<file path="src/hdl/stidq_pkg.sv">
// shared types and codes for the sorted table engine
`default_nettype none

package stidq_pkg;

    localparam logic [1:0] REQ_INSERT = 2'd0;
    localparam logic [1:0] REQ_DELETE = 2'd1;
    localparam logic [1:0] REQ_QUERY  = 2'd2;

    localparam logic [1:0] ST_OK      = 2'd0;
    localparam logic [1:0] ST_MISSING = 2'd1;
    localparam logic [1:0] ST_FULL    = 2'd2;

    typedef struct packed {
        logic [1:0]         req_type;
        logic signed [31:0] value;
    } in_word_t;

    typedef struct packed {
        logic [1:0] status;
        logic [6:0] position;
        logic [7:0] entries_held;
    } out_word_t;

    typedef struct packed {
        logic capture;
        logic insert;
        logic delete;
        logic found;
    } cell_ctrl_t;

    typedef enum logic [1:0] {
        FSM_IDLE,
        FSM_APPLY,
        FSM_SEARCH
    } fsm_state_t;

endpackage

`default_nettype wire

</file>
<file path="src/hdl/stidq_cell.sv">
// one table cell: holds an entry, compares it with the key, shifts with its neighbors
`default_nettype none

module stidq_cell #(
    parameter int DEPTH = 128,
    parameter int INDEX = 0
) (
    input  wire                                    clk,
    input  stidq_pkg::cell_ctrl_t                  ctrl,
    input  wire  [$clog2(DEPTH+1)-1:0]             count,
    input  wire  signed [31:0]                     cmp_key,
    input  wire  signed [31:0]                     key,
    input  wire  signed [31:0]                     left_entry,
    input  wire                                    left_lt,
    input  wire                                    left_eq,
    input  wire  signed [31:0]                     right_entry,
    output logic signed [31:0]                     entry,
    output logic                                   lt,
    output logic                                   eq,
    output logic                                   mark_ins,
    output logic                                   mark_del
);
    import stidq_pkg::*;

    localparam int CNT_W = $clog2(DEPTH + 1);

    logic signed [31:0] entry_reg;
    logic signed [31:0] entry_next;
    logic               lt_reg;
    logic               eq_reg;
    logic               valid;
    logic               tail;

    assign valid = CNT_W'(INDEX) < count;
    assign tail  = CNT_W'(INDEX) == count;

    assign lt       = lt_reg & valid;
    assign eq       = eq_reg & valid;
    assign mark_ins = !left_lt & (lt | tail);
    assign mark_del = eq & !left_eq;
    assign entry    = entry_reg;

    always_comb
    begin
        entry_next = entry_reg;
        if (ctrl.insert)
        begin
            if (left_lt)
            begin
                entry_next = left_entry;
            end
            else if (lt || !valid)
            begin
                entry_next = key;
            end
        end
        else if (ctrl.delete && ctrl.found && (lt || eq))
        begin
            entry_next = right_entry;
        end
    end

    always_ff @(posedge clk)
    begin
        entry_reg <= entry_next;
        if (ctrl.capture)
        begin
            lt_reg <= cmp_key < entry_reg;
            eq_reg <= cmp_key == entry_reg;
        end
    end

endmodule

`default_nettype wire

</file>
<file path="config.mk">
export PLATFORM = sky130hd
export DESIGN_NAME = stidq_cell
export DESIGN_NICKNAME = d
export VERILOG_FILES = /design/src/hdl/stidq_pkg.sv /design/src/hdl/stidq_cell.sv
export SDC_FILE = /design/constraint.sdc
export NUM_CORES = 1
export LEC_CHECK = 0
export BUFFER_PORTS_ARGS = -buffer_cell sky130_fd_sc_hd__buf_4
export CAP_MARGIN = 20
export CORE_MARGIN = 1.5
export CORE_UTILIZATION = 45
export CTS_CLUSTER_SIZE = 40
export DETAILED_ROUTE_END_ITERATION = 8
export MAX_ROUTING_LAYER = met4
export PLACE_DENSITY = 0.87
export SYNTH_ARGS = -nofsm -noshare
export SYNTH_HDL_FRONTEND = slang
export SYNTH_SLANG_ARGS = --single-unit
</file>
<file path="constraint.sdc">
create_clock -name clk -period 5.6 [get_ports clk]
set_clock_uncertainty 0.15 [all_clocks]
set_input_delay 0.56 -clock clk [delete_from_list [all_inputs] [get_ports clk]]
set_output_delay 0.56 -clock clk [all_outputs]
set_load 0.02 [all_outputs]
</file>
# == After elaboration in Yosys (flattened, before gate mapping) ==
# Index checks and enable logic that the tools add are counted.
# word_totals
register_bits,34
latchBits,0
mem_bits_rw,0
rom_bits,0
elab_cells,26
memories,0
# op_classes
n_addsub,0
multipliers,0
n_div,0
magnitude_cmp,2
eq_ne,2
n_shift,0
mux,4
bitwise,5
reduce_logical,10
# op_table
operator,count
$mux 32,4
$eq 32x32->1,1
$lt 32x32->1,1
$logic_not 8->1,1
$lt 1x8->1 const A,1
$and 1x1->1,4
$logic_not 1->1,3
$ne 3x1->1 const B,1
$logic_and 1x1->1,2
$logic_or 1x1->1,2
$reduce_and 2->1,1
$reduce_bool 2->1,1
$or 1x1->1,1

# == Longest topological paths before layout ==
# Gate-level depths: netlist of the first run.
# logic_depth
ltp_word,6
mapped_depth,7
ltp_nobuf,7

# == Least setup slack after synthesis of the first run ==
# Ideal clock, no wire load.
# synth_path
kind,input to register
startpoint,input port count[7]
endpoint,register entry_reg[0] (netlist: entry[0]) (enable)
setup_ns,0.561
t_arrival_ns,1.999
t_required_ns,4.889
slack_ns,2.889
cell_stages,5
cell_sequence,nor4_1 and2_1 nor3_1 o21ai_0 nand3_1
# synth_via
elab_chain_len,6
# synth_rtl
element,line_no,rtl
"start, declared",stidq_cell.sv:10,"input wire [$clog2(DEPTH+1)-1:0] count,"
$lt 1x8->1 *,stidq_cell.sv:34,assign valid = CNT_W'(INDEX) < count;
"$and 1x1->1, on equally long branches","stidq_cell.sv:37, stidq_cell.sv:38",
$logic_or 1x1->1,stidq_cell.sv:57,else if (ctrl.delete && ctrl.found && (lt || eq))
$logic_and 1x1->1,stidq_cell.sv:57,
$reduce_bool 2->1 (no source line),n/a,
$reduce_and 2->1 (no source line) *,n/a,
"end signal, assigned",stidq_cell.sv:65,entry_reg <= entry_next;
"end, declared",stidq_cell.sv:27,logic signed [31:0] entry_reg;
# Mark *: on every way between the ends. The rest lies on a longest branch, timed or not.
# A chain may end at the register's enable or synchronous reset.

# == Worst setup path in the final report of the first run ==
# layout_path
startpoint,input port count[7]
endpoint,register entry_reg[12] (netlist: entry[12]) (enable)
# Same word-level chain as after synthesis.

==> results.yml, run 1 <==
routing:
  ant_nets: 0
  num_vias: 2639
  wire_per_inst_microns: 14.9
  first_pass_iters: 4
  drt_iter0_markers: 68
  viasPerCell: 5.11
  drc: 0
  routed_wl_microns: 7710
logic_synthesis:
  ys.flop_type: "edfxtp_1"
  synth.most_common_cell: "a21oi_1"
  async_flop_share_pct: 0
  avgSynthCellArea_sq_um: 9.49
  synth_edf_count: 34
  synth_top_area_cell: "edfxtp_1"
  synth.yosys.seq_area_share_pct: 39.8
  synthTopCellsByArea: "edfxtp_1 (40%), ha_1 (16%), mux2i_1 (13%)"
  ys_seq_elements: 34
  yosysWarnings: 0
  synth.top_cell.area_share_pct: 39.8
  synth_fp_nets: 445
  synth_area_sq_um: 2560
  synth_cell_types: 26
  synthTopCellsByCount: "a21oi_1 (44), nor2_1 (37), edfxtp_1 (34)"
  syn_inst: 270
sta:
  fmax_ghz: 0.377
  report.final.setup_viol: 0
  worst_pin_slew_ps: 875
  fin_setup_tns_ps: 0
  fin_crit_sh_pct: 47.4
  slew_viol_final: 0
  fin_crit_ps: 2650
  maxSlewHeadroom_pct: 41.6
  hold_violations: 0
  rsz0062_at_grt: "no"
place:
  gp_congestion: 0.811
  placedCellCount: 509
  io_buffers: 178
  dp_hpwl_microns: 6260
power_and_ir_drop:
  peakVddDrop_mv: 0.138
  p_comb_share_pct: 36.0
  switchingPower_mw: 0.244
  clkPwrFrac_pct: 22.4
  swShare_pct: 30.9
  finalPower_mw: 0.788
  leakagePower_nw: 2.06
  p_per_area_nw_per_um2: 196
  p_seq_share_pct: 41.6
  p_int_mw: 0.544
final_layout:
  final_cells: 516
  fin_nets: 619
  syn_to_final_growth_pct: 57.1
  final_layout_size_suffix_gt1_share_pct: 42.8
  final_core_util_pct: 73.1
  fillers: 428
  largest_reg_flops: 32
  antenna_cells: 0
setup_path:
  r2r_end: "lt_reg$_DFFE_PP_"
  r2r_slack_ps: 3500
  crit_arrival_ps: 2260
  critPathCapture: "entry[12]$_DFFE_PP_"
  startpoint: "count[7]"
  crit_type: "input port to flop"
  critPathLaunchType: "input port"
  cp-end-kind: "flop"
  cp_max_fo: 32
  reg2reg_depth: 7
  required_ps: 5210
  reg2reg_from: "entry[14]$_DFFE_PP_"
floorplan:
  die-area_sq_um: 6160
  fp.dieH_microns: 78.5
  initial_core_util_pct: 46.5
  io_pins: 179
  die_w_microns: 78.5
  core.rowCount: 27
  core-area_sq_um: 5510
global_route:
  grt_first_pass_wirelength_microns: 12200
  grt_max_degree: 68
  grt.overflow.total: 0
  grt_pass1_vias: 2788
  track_usage_pct: 25.8
  antenna_found_initial: 0
clocking:
  post_cts_buffers: 0
  hold_buffers: 0
  clockBufferDepth: 2
  cts_tree: "done"
  insertion_delay_ps: 280
  cts_buffers: 5
  clock-sinks: 34
  clk_pin_slew_ps: 70
  cts_root_buffer: "clkbuf_8"
  ctsResizeCount: 0
  h-tree-depth: 2
hold_path:
  hp-class: "input port to flop"
status:
  status: "finished, final reports clean"
run:
  drv_cap: 0
worst min-delay path by stage:
stage	from	end	slack, ps	cells past startpoint
finish	ctrl[3]	lt_reg$_DFFE_PP_	330	1
global route	ctrl[3]	lt_reg$_DFFE_PP_	320	1
CTS	ctrl[3]	lt_reg$_DFFE_PP_	320	1
detailed placement	entry[0]$_DFFE_PP_	eq_reg$_DFFE_PP_	600	3
global placement	entry[0]$_DFFE_PP_	eq_reg$_DFFE_PP_	600	3
floorplan	ctrl[3]	eq_reg$_DFFE_PP_	520	0
power by group through the flow:
stage               logic, mW  clock network, mW  registers, mW
finish                  0.283              0.176          0.328
global route            0.310              0.190          0.332
CTS                     0.285              0.182          0.328
detailed placement      0.284                  0          0.334
global placement        0.273                  0          0.332
floorplan               0.111                  0          0.361
cells by family after synthesis:
group | synth area share [%]
multiplexers | 12.5
AO/OA/AOI/OAI | 13.0
AND/OR/NAND/NOR | 12.5
buffers and inverters | 6.54
adder cells (fa/ha/maj) | 15.6
flip-flops | 39.8
per-stage QoR:
stage,instance area [sq um],hold WS [ps],setup WS [ps]
finish,4030,332,2950
global route,4030,316,2740
CTS,4030,321,2920
detailed placement,3950,598,2610
global placement,3950,601,2790
floorplan,2560,522,2890
cells in the final DEF (no fill, tap or decap), drive strengths merged:
cell	Yosys	routed
a21o	2	2
a21oi	45	45
nand2b	1	1
o22ai	1	1
o21ai	6	6
edfxtp	34	34
nand3	3	3
buf	5	178
ha	32	32
nor4	4	4
nor2	37	37
a221oi	1	1
a221o	1	1
mux2i	32	32
o211ai	1	1
o31a	1	1
clkbuf	6	5
nand4	8	8
nor3	2	2
nor2b	2	2
clkinv	0	2
nand2	10	10
and2	3	3
a21boi	1	1
inv	32	32
cell type report:
| cell class | instances | area [sq um] | share of cell area, % |
|---|---|---|---|
| multi-input cells | 193 | 1380 | 34.3 |
| repair buffers | 178 | 1340 | 33.2 |
| flip-flops and latches | 34 | 1020 | 25.4 |
| inverters | 32 | 120 | 2.98 |
| well taps | 72 | 90.1 | 2.24 |
| clock buffers | 5 | 68.8 | 1.71 |
| clock inverters | 2 | 10.0 | 0.249 |
metal layers:
metal	wire [microns]	global-route usage, %	vias to the layer above
met5	0	-	-
met4	202	11.4	0
met3	428	5.23	17
met2	4320	49.9	94
met1	2750	24.5	1215
li1	-	-	1313
worst max-delay path: stages:
cell and delay (ps):
buf_4 100, nor4_1 350, and2_1 230, nor3_1 70
o21ai_0 230, nand3_2 700
No activity file was read; power rests on OpenSTA's default activity.
==> run 2: changes to the inputs <==
--- a/config.mk
+++ b/config.mk
@@ -8,11 +8,11 @@
 export BUFFER_PORTS_ARGS = -buffer_cell sky130_fd_sc_hd__buf_4
 export CAP_MARGIN = 20
 export CORE_MARGIN = 1.5
-export CORE_UTILIZATION = 45
+export CORE_UTILIZATION = 38
 export CTS_CLUSTER_SIZE = 40
 export DETAILED_ROUTE_END_ITERATION = 8
 export MAX_ROUTING_LAYER = met4
-export PLACE_DENSITY = 0.87
+export PLACE_DENSITY = 0.78
 export SYNTH_ARGS = -nofsm -noshare
 export SYNTH_HDL_FRONTEND = slang
 export SYNTH_SLANG_ARGS = --single-unit
==> constraint.sdc (replaced) <==
create_clock -name clk -period 2.2 [get_ports clk]
set_clock_uncertainty 0.15 [all_clocks]
set_input_delay 0.22 -clock clk [delete_from_list [all_inputs] [get_ports clk]]
set_output_delay 0.22 -clock clk [all_outputs]
set_load 0.02 [all_outputs]
==> run 2 against run 1 <==
Net effect: the flow now finishes with violations (design-rule violations); non-clock buffer count is 5 higher; clock power grew to 3.2 times the previous value; cell count is 2.1% higher; total power grew to 2.7 times the previous value; worst setup slack worse by 2800 ps; critical path depth is 1 higher; sequential share of layout area is 0.55 points lower; largest cell class unchanged.
==> results.yml, run 2 (synthesis gave the netlist of run 1 again) <==
setup_path:
  cp_max_fo: 2
  reg2reg_from: "entry[10]$_DFFE_PP_"
  critPathCapture: "lt_reg$_DFFE_PP_"
  crit_type: "flop to flop"
  r2r_slack_ps: 160
  crit_arrival_ps: 1920
  required_ps: 2080
  reg2reg_depth: 7
  startpoint: "entry[10]$_DFFE_PP_"
  critPathLaunchType: "flop"
  r2r_end: "lt_reg$_DFFE_PP_"
  cp-end-kind: "flop"
power_and_ir_drop:
  switchingPower_mw: 0.610
  p_int_mw: 1.51
  p_seq_share_pct: 39.2
  peakVddDrop_mv: 0.294
  p_comb_share_pct: 34.3
  swShare_pct: 28.7
  p_per_area_nw_per_um2: 516
  clkPwrFrac_pct: 26.5
  leakagePower_nw: 2.10
clocking:
  h-tree-depth: 2
  insertion_delay_ps: 280
  clk_pin_slew_ps: 70
  cts_root_buffer: "clkbuf_8"
  cts_tree: "done"
  clock-sinks: 34
  clockBufferDepth: 2
  post_cts_buffers: 0
  cts_buffers: 5
routing:
  first_pass_iters: 6
  viasPerCell: 4.96
  num_vias: 2614
  drt_iter0_markers: 49
  wire_per_inst_microns: 13.6
  drc: 11
  routed_wl_microns: 7160
  ant_nets: 0
hold_path:
  hold_path_depth: 3
  hp-start: "right_entry[8]"
  hp-class: "input port to flop"
sta:
  slew_viol_final: 0
  holdWs_ps: 101
  rsz0062_at_grt: "no"
  fin_setup_tns_ps: 0
  maxSlewHeadroom_pct: 74.5
  hold_violations: 0
  fin_crit_ps: 2040
  worst_pin_slew_ps: 382
  fin_crit_sh_pct: 92.7
  report.final.setup_viol: 0
  fmax_ghz: 0.490
  layout_setup_ws_ps: 160
final_layout:
  final_layout_size_suffix_gt1_share_pct: 43.8
  largest_reg_flops: 32
  fin_nets: 624
  antenna_cells: 0
  fillers: 544
  ff_latch_area_sq_um: 1020
  layout_common_cells: "buf_4 (182), a21oi_1 (44), nor2_1 (37)"
  layout_commonest_cell: "buf_4"
  final_cells: 527
  multi_input_area_sq_um: 1390
  syn_to_final_growth_pct: 60.5
run:
  drv_cap: 0
floorplan:
  core.rowCount: 29
  io_pins: 179
  initial_core_util_pct: 39.9
  core-area_sq_um: 6420
  fp.dieH_microns: 85.1
  die-area_sq_um: 7240
  die_w_microns: 85.1
global_route:
  grt_first_pass_wirelength_microns: 11300
  grt_max_degree: 43
  grt_pass1_vias: 2598
  antenna_found_initial: 0
  grt.overflow.total: 0
  track_usage_pct: 20.2
status:
  violations: "design-rule violations"
  status: "finished with violations"
place:
  dp_hpwl_microns: 6070
  gp_congestion: 0.791
  placedCellCount: 518
  io_buffers: 178
  place_ws_ps: 78.1
run 2: worst min path at each step:
stage / to / slack, ps
6_report: entry[8]$_DFFE_PP_ / 100
3_3_place_gp: eq_reg$_DFFE_PP_ / 280
3_5_place_dp: eq_reg$_DFFE_PP_ / 280
4_1_cts: entry[12]$_DFFE_PP_ / 90
2_1_floorplan: eq_reg$_DFFE_PP_ / 180
5_1_grt: entry[26]$_DFFE_PP_ / 100
run 2: what timing repair did:
action / CTS / global route
hold buffers: 1 / 0
endpoints found under the setup margin: 0 / 1
resized for setup: 0 / 2
hold endpoints to repair: 2 / 0
run 2: power groups by stage:
stage | combinational, mW | clock, mW | sequential [mW]
floorplan | 0.284 | 0 | 0.918
global route | 0.803 | 0.606 | 0.839
global placement | 0.710 | 0 | 0.843
detailed placement | 0.727 | 0 | 0.846
CTS | 0.732 | 0.583 | 0.832
finish | 0.728 | 0.562 | 0.832
run 2: per-layer routing:
layer | track usage (%) | routed length [microns] | part of all wire [%] | vias up
li1 | - | - | - | 1323
met1 | 21.0 | 2690 | 38 | 1167
met2 | 37.1 | 3780 | 53 | 112
met3 | 4.18 | 547 | 7.6 | 12
met4 | 8.20 | 135 | 1.9 | 0
met5 | - | 0 | 0 | -
run 2: stage by stage:
stage / util, % / power (mW) / cell area [sq um]
global route: 64.1 / 2.25 / 4110
detailed placement: 62.0 / 1.57 / 3980
global placement: 62.0 / 1.55 / 3980
CTS: 63.9 / 2.15 / 4100
floorplan: - / 1.20 / 2570
finish: 64.1 / 2.12 / 4110
run 2: final cells by class:
| class | instances | share of cell area [%] |
|---|---|---|
| Clock buffer | 5 | 1.67 |
| Timing Repair Buffer | 183 | 33.5 |
| Sequential cell | 34 | 24.8 |
| Clock inverter | 3 | 0.973 |
| Inverter | 32 | 2.92 |
| Tap cell | 77 | 2.34 |
| Multi-Input combinational cell | 193 | 33.8 |
run 2: worst max-delay path: stages, from the launching register on:
cell and delay (ps):
edfxtp_1 370, inv_1 50, ha_1 290, nand4_1 150, nor4_2 350, a21boi_2 220
o31a_1 160, o22ai_2 60
==> run 3: changes to the inputs <==
--- a/config.mk
+++ b/config.mk
@@ -11,7 +11,6 @@
 export CORE_UTILIZATION = 38
 export CTS_CLUSTER_SIZE = 40
 export DETAILED_ROUTE_END_ITERATION = 8
-export MAX_ROUTING_LAYER = met4
 export PLACE_DENSITY = 0.78
 export SYNTH_ARGS = -nofsm -noshare
 export SYNTH_HDL_FRONTEND = slang
==> run 3 against run 2 <==
Net effect: the run still ends with design-rule violations left; flip-flop and latch count did not move; largest cell class unchanged; sequential share of layout area unchanged; cell count unchanged.
==> results.yml, run 3 (synthesis gave the netlist of run 1 again) <==
global_route:
  grt_pass1_vias: 2601
  antenna_found_initial: 0
  track_usage_pct: 19.6
  grt_max_degree: 43
  grt_first_pass_wirelength_microns: 11300
  grt.overflow.total: 0
place:
  gp_congestion: 0.780
  io_buffers: 178
  dp_hpwl_microns: 6070
  placedCellCount: 518
floorplan:
  initial_core_util_pct: 39.9
  core.rowCount: 29
  die-area_sq_um: 7240
  io_pins: 179
  core-area_sq_um: 6420
  die_w_microns: 85.1
  fp.dieH_microns: 85.1
sta:
  fin_crit_ps: 2040
  fin_setup_tns_ps: 0
  hold_violations: 0
  slew_viol_final: 0
  fin_crit_sh_pct: 92.7
  maxSlewHeadroom_pct: 74.4
  fmax_ghz: 0.490
  rsz0062_at_grt: "no"
  worst_pin_slew_ps: 384
  report.final.setup_viol: 0
clocking:
  insertion_delay_ps: 280
  cts_tree: "done"
  clk_pin_slew_ps: 70
  clock-sinks: 34
  clockBufferDepth: 2
  cts_buffers: 5
  post_cts_buffers: 0
  h-tree-depth: 2
  cts_root_buffer: "clkbuf_8"
hold_path:
  hp-class: "input port to flop"
routing:
  wire_per_inst_microns: 13.6
  drt_iter0_markers: 58
  routed_wl_microns: 7160
  drc: 11
  first_pass_iters: 6
  viasPerCell: 4.93
  num_vias: 2600
  ant_nets: 0
final_layout:
  syn_to_final_growth_pct: 60.5
  antenna_cells: 0
  layout_commonest_cell: "buf_4"
  layout_common_cells: "buf_4 (182), a21oi_1 (44), nor2_1 (37)"
  final_layout_size_suffix_gt1_share_pct: 43.8
  fin_nets: 624
  largest_reg_flops: 32
  final_cells: 527
power_and_ir_drop:
  p_per_area_nw_per_um2: 516
  leakagePower_nw: 2.10
  peakVddDrop_mv: 0.294
status:
  status: "finished with violations"
  violations: "design-rule violations"
setup_path:
  crit_type: "flop to flop"
  required_ps: 2080
  cp_max_fo: 2
  cp-end-kind: "flop"
  crit_arrival_ps: 1920
  critPathLaunchType: "flop"
run:
  drv_cap: 0
## run 3: cell counts in the layout (fill, tap and decap cells not counted)
No cell type changed its count.
## run 3: repair_timing
| action | CTS | global route |
|---|---|---|
| endpoints found under the setup margin | 0 | 1 |
| hold endpoints to repair | 2 | 0 |
| hold buffers | 1 | 0 |
| gates resized for setup | 0 | 2 |
## run 3: power by group
group          total (mW)  switching [mW]  internal, mW
clock network       0.562           0.229         0.333
logic               0.728           0.349         0.379
registers           0.832          0.0321         0.800
## run 3: area by class of cell
type                    instances  area (sq um)
multi-input cells             193          1390
repair buffers                183          1380
flip-flops and latches         34          1020
fillers                       544          2310
inverters                      32           120
clock inverters                 3          40.0
well taps                      77          96.3
clock buffers                   5          68.8
## run 3: layer usage
layer	track usage, %	up-vias	wire, microns	share of wire, %
li1	-	1322	-	-
met2	37.1	108	3780	53
met5	0	-	0	0
met4	8.20	0	138	1.9
met3	4.96	12	621	8.7
met1	20.5	1158	2630	37
## run 3: through the flow
| step | setup WS, ps | power, mW | hold slack (ps) | util (%) | instance area (sq um) |
|---|---|---|---|---|---|
| 2_1_floorplan | 141 | 1.20 | 182 | - | 2570 |
| 3_3_place_gp | 181 | 1.55 | 283 | 62.0 | 3980 |
| 3_5_place_dp | 78.1 | 1.57 | 284 | 62.0 | 3980 |
| 4_1_cts | 54.8 | 2.15 | 91.9 | 63.9 | 4100 |
| 5_1_grt | 18.7 | 2.25 | 101 | 64.1 | 4110 |
| 6_report | 160 | 2.12 | 102 | 64.1 | 4110 |
## run 3: worst paths after layout
path / start / slack, ps / depth (start not counted) / endpoint
max: entry[10]$_DFFE_PP_ / 160 / 7 / lt_reg$_DFFE_PP_
min: right_entry[8] / 100 / 3 / entry[8]$_DFFE_PP_
max reg2reg: entry[10]$_DFFE_PP_ / 160 / 7 / lt_reg$_DFFE_PP_
min reg2reg: entry[0]$_DFFE_PP_ / 620 / 3 / eq_reg$_DFFE_PP_
## run 3: worst max-delay path, cell delays in order, from the launching register on
cell      delay [ps]
edfxtp_1         370
inv_1             50
ha_1             290
nand4_1          150
nor4_2           350
a21boi_2         220
o31a_1           160
o22ai_2           60
